[src/rtl/gptw_pkg.sv]
package gptw_pkg;

  // Virtual address bits covered by the two-level table
  localparam int VA_BITS = 40;

  localparam logic [63:0] ADDR_MASK = 64'h0000_00FF_FFFF_F000;
  localparam logic [12:0] PAGE_SIZE = 13'h1000;

  // Output queue
  localparam int OQ_DEPTH = 4;
  localparam int OQ_AW    = $clog2(OQ_DEPTH);
  localparam int OQ_CW    = $clog2(OQ_DEPTH + 1);

  // Input word kinds
  localparam logic KIND_REQ  = 1'b0;
  localparam logic KIND_RESP = 1'b1;

  // Result kinds
  localparam logic [1:0] RK_READ  = 2'd0;
  localparam logic [1:0] RK_CHUNK = 2'd1;
  localparam logic [1:0] RK_FAULT = 2'd2;

  // Register indexes
  localparam logic [2:0] CFG_START_PAGE = 3'd0;
  localparam logic [2:0] CFG_BASE_PAGE  = 3'd1;
  localparam logic [2:0] CFG_DEPTH      = 3'd2;
  localparam logic [2:0] CFG_BLOCK_SIZE = 3'd3;
  localparam logic [2:0] CFG_FB_LOC     = 3'd4;
  localparam logic [2:0] CFG_FB_OFFSET  = 3'd5;

  typedef enum logic [1:0] {
    PH_IDLE = 2'd0,
    PH_PDE  = 2'd1,
    PH_PTE2 = 2'd2,
    PH_PTE1 = 2'd3
  } phase_t;

  typedef struct packed {
    logic        kind;
    logic [63:0] virt_address;
    logic [31:0] byte_count;
    logic        probe_only;
    logic [63:0] entry;
    logic        read_failed;
  } req_word_t;

  typedef struct packed {
    logic [1:0]  result_kind;
    logic [63:0] out_address;
    logic [12:0] chunk_length;
    logic        system_page;
    logic        mapped;
    logic        done_res;
    logic        last;
  } res_word_t;

  typedef struct packed {
    logic [31:0] table_start_page;
    logic [31:0] table_base_page;
    logic        table_depth;
    logic [3:0]  block_size;
    logic [15:0] fb_location;
    logic [15:0] fb_offset;
  } cfg_t;

  typedef struct packed {
    phase_t      phase;
    logic [63:0] current_address;
    logic [31:0] bytes_left;
    logic        probe_mode;
    logic [39:0] pte_table_base;
  } walk_t;

  typedef struct packed {
    logic [1:0] count;
    res_word_t  r0;
    res_word_t  r1;
    walk_t      walk_next;
  } step_t;

endpackage

[src/rtl/gptw_oq.sv]
module gptw_oq
  import gptw_pkg::*;
(
  input  logic       clk,
  input  logic       rst,
  input  logic [1:0] push_count,
  input  res_word_t  push0,
  input  res_word_t  push1,
  input  logic       pop,
  output res_word_t  head,
  output logic       not_empty,
  output logic       room
);

  res_word_t           mem [OQ_DEPTH];
  logic [OQ_AW-1:0]    wr_ptr;
  logic [OQ_AW-1:0]    rd_ptr;
  logic [OQ_CW-1:0]    count;
  logic [OQ_CW-1:0]    count_next;
  logic                do_pop;

  assign do_pop     = pop && not_empty;
  assign count_next = count + OQ_CW'(push_count) - OQ_CW'(do_pop);
  assign not_empty  = (count != '0);
  // room for the two words one step can produce
  assign room       = (count <= OQ_CW'(OQ_DEPTH - 2));
  assign head       = mem[rd_ptr];

  always_ff @(posedge clk) begin
    if (rst) begin
      wr_ptr <= '0;
      rd_ptr <= '0;
      count  <= '0;
    end else begin
      wr_ptr <= wr_ptr + OQ_AW'(push_count);
      rd_ptr <= rd_ptr + OQ_AW'(do_pop);
      count  <= count_next;
    end
  end

  always_ff @(posedge clk) begin
    if (push_count != 2'd0) begin
      mem[wr_ptr] <= push0;
    end
    if (push_count == 2'd2) begin
      mem[wr_ptr + OQ_AW'(1)] <= push1;
    end
  end

endmodule

[config.mk]
export PLATFORM = sky130hd
export DESIGN_NAME = gptw_oq
export DESIGN_NICKNAME = d
export VERILOG_FILES = /design/src/rtl/gptw_pkg.sv /design/src/rtl/gptw_oq.sv
export SDC_FILE = /design/constraint.sdc
export NUM_CORES = 1
export LEC_CHECK = 0
export BUFFER_PORTS_ARGS = -buffer_cell sky130_fd_sc_hd__buf_2
export CAP_MARGIN = 40
export CORE_MARGIN = 3
export CORE_UTILIZATION = 40
export DETAILED_ROUTE_END_ITERATION = 8
export PLACE_DENSITY = 0.66
export SYNTH_ARGS = -nofsm -noshare
export SYNTH_HDL_FRONTEND = slang
export SYNTH_SLANG_ARGS = --single-unit
[constraint.sdc]
create_clock -name clk -period 7.1 [get_ports clk]
set_clock_uncertainty 0.1 [all_clocks]
set_input_delay 0.355 -clock clk [delete_from_list [all_inputs] [get_ports clk]]
set_output_delay 0.355 -clock clk [all_outputs]
set_load 0.02 [all_outputs]
==> impl_metrics.toml <==
[power_and_ir_drop]
peakVddDrop_v = 0.000280
power.total_mw = 5.82
power_per_cell_area_nw_per_um2 = 298
cellLeakagePower_nw = 6.81

[cts]
cts_root_buf = "clkbuf_16"
htreeDepth = 2
ctsResizeCount = 0
cts.path.max_buffers = 3
cts_buffers = 39
cts_setup_buffers = 0
cts.clk_slew.worst_paths_ns = 0.06
clock_latency_ns = 0.54
cts_tree = "done"
cts_num_sinks = 339

[logic_synthesis]
synth_common_cells = "edfxtp_1, mux2_2, mux2_1"
yosys_warnings = 0
syn_inst = 848
synth.top_cell.area_share_pct = 60.7
yosysMostFrequentCell = "edfxtp_1"
synth_nets = 1023
syn_area_sq_um = 16400
avgSynthCellArea_sq_um = 19.4
synth-seq-area-share_pct = 61.6
ys_seq_elements = 339
synth-main-ff-cell = "edfxtp_1"
synth_edf_count = 332
synth_cell_types = 27
synth.area.top_cells = "edfxtp_1, mux2_2, mux4_2"
synth_top_area_cell = "edfxtp_1"
async_flop_share_pct = 0

[sta]
relSlewSlack_pct = 44.9
period_share_pct = 46.5
finalMaxSlewViolations = 0
grt_setup_unrepaired = "no"
setup-violations-final = 0
final_hold_viol_count = 0
setup_tns_ns = 0
period_needed_ns = 3.30
finalHoldWorstSlack_ns = 0.0355
max_freq_mhz = 303
tightest_slew_ns = 0.826

[global_route]
grt_use_met1_pct = 24.6
gr-max-usage-layer = "met2"
grt_max_degree = 48
grtUsageMet3_pct = 4.26
grt_overflow_total = 0
use_met2_pct = 29.2
grt_use_total_pct = 18.1
grt_pass1_vias = 9875
antenna_found_initial = 9
grt_pass1_wl_um = 60300

[cells_and_area]
areaGrowthSynthToFinish_pct = 19.1
nNetsFinal = 1288
layout-drive-gt1-share_pct = 54.2
final_cell_area_sq_um = 19600

[worst_setup_path]
critPathLaunch = "wr_ptr[1]$_SDFF_PP0_"
cp_max_fo = 47
reg2reg_from = "wr_ptr[1]$_SDFF_PP0_"
critPathCaptureType = "flop"
ff2ff_setup_slack_ns = 3.80
critPathArrivalTime_ns = 3.37
r2r_cells = 4
required_ns = 7.17
critPathKind = "flop to flop"
setup.worst_path.start_class = "flop"

[hold_path]
hold_depth = 2
min_from = "push1[28]"
min_path_type = "input pin to flop"

[routing]
wl_per_cell_um = 23.5
viasPerCell = 5.43
drt_iter0_drc = 581
drt_wl_total_um = 39200
dr.pass1.iters = 5
postRouteAntennaNets = 0
vias = 9055
drc = 0

[flow_run]
drv_cap = 0

[floorplan]
coreArea_sq_um = 40200
die_h_um = 209
die_w_um = 209
num_rows = 73
dieArea_sq_um = 43500
initial_core_util_pct = 40.9
ios = 256

[place]
port_buffers = 255
placed_cell_area_sq_um = 18300
gp_congestion = 0.722
hpwl_um = 23500

[outcome]
status = "completed"
metal layers:
| metal | part of all wire (%) | wire length [um] |
|---|---|---|
| met1 | 43 | 16800 |
| met2 | 48 | 18900 |
| met3 | 6.4 | 2510 |
| met4 | 2.2 | 865 |
| met5 | 0.19 | 76 |
through the flow:
step / setup WS (ns) / utilization [%] / cells
floorplan: 2.02 / - / 848
global placement: 3.64 / 45.1 / 1587
detailed placement: 3.65 / 45.6 / 1594
CTS: 3.68 / 48.6 / 1664
global route: 3.60 / 48.6 / 1666
finish: 3.80 / 48.7 / 1668
final cells by class:
type	instances	area, sq um
Fill cell	3416	20600
Sequential cell	339	10100
Multi-Input combinational cell	448	5960
Timing Repair Buffer	281	1610
Clock buffer	52	1070
Tap cell	525	657
Clock inverter	15	119
Inverter	4	15.0
Antenna cell	4	10.0
state kept, by name, indices dropped and copies added, names as in the netlist:
register,cells
rd_ptr,2
mem,332
count,3
wr_ptr,2
report_power, final:
| group | leakage (nW) | internal (mW) | switching, mW |
|---|---|---|---|
| clock | 0.586 | 1.12 | 0.782 |
| sequential | 3.17 | 2.46 | 0.0787 |
| combinational | 3.05 | 0.610 | 0.765 |
| total | 6.81 | 4.19 | 1.63 |
cell families after synthesis:
kind of cell               synth area share, %
buffers and inverters                     2.48
xor gates and xnor gates                 0.282
adders and majority gates                0.350
AOI/OAI and AO/OA                        0.251
muxes                                     34.4
and+or+nand+nor                          0.670
DFF                                       61.6
path summary, 6_finish.rpt:
| path | end |
|---|---|
| setup / recovery | mem[2][41]$_DFFE_PP_ |
| hold / removal | mem[2][28]$_DFFE_PP_ |
| setup reg to reg | mem[2][41]$_DFFE_PP_ |
| hold reg to reg | count[2]$_SDFF_PP0_ |
cells in the final DEF (no fill, tap or decap), types with 3 or more instances in the layout:
| cell | n |
|---|---|
| nor2b_1 | 4 |
| nor2_1 | 6 |
| dlygate4sd3_1 | 3 |
| clkbuf_16 | 41 |
| mux4_2 | 83 |
| mux2_1 | 138 |
| ha_1 | 3 |
| buf_2 | 255 |
| edfxtp_1 | 332 |
| buf_16 | 6 |
| dfxtp_1 | 5 |
| buf_4 | 16 |
| clkbuf_1 | 11 |
| clkinv_2 | 8 |
| diode_2 | 4 |
| clkinv_1 | 5 |
| mux2_2 | 196 |
| inv_1 | 4 |
repair_timing:
| item | CTS | global route |
|---|---|---|
| hold buffers | 3 | 0 |
| endpoints found under the hold margin | 7 | 0 |
| endpoints found under the setup margin | 0 | 0 |
critical path, cell delays in order (launching register included):
cell and delay, ns:
dfxtp_1 0.44, and4bb_4 0.88, o21bai_4 0.25, buf_4 0.49
buf_4 0.66
Power figures use the tool's default switching activity.
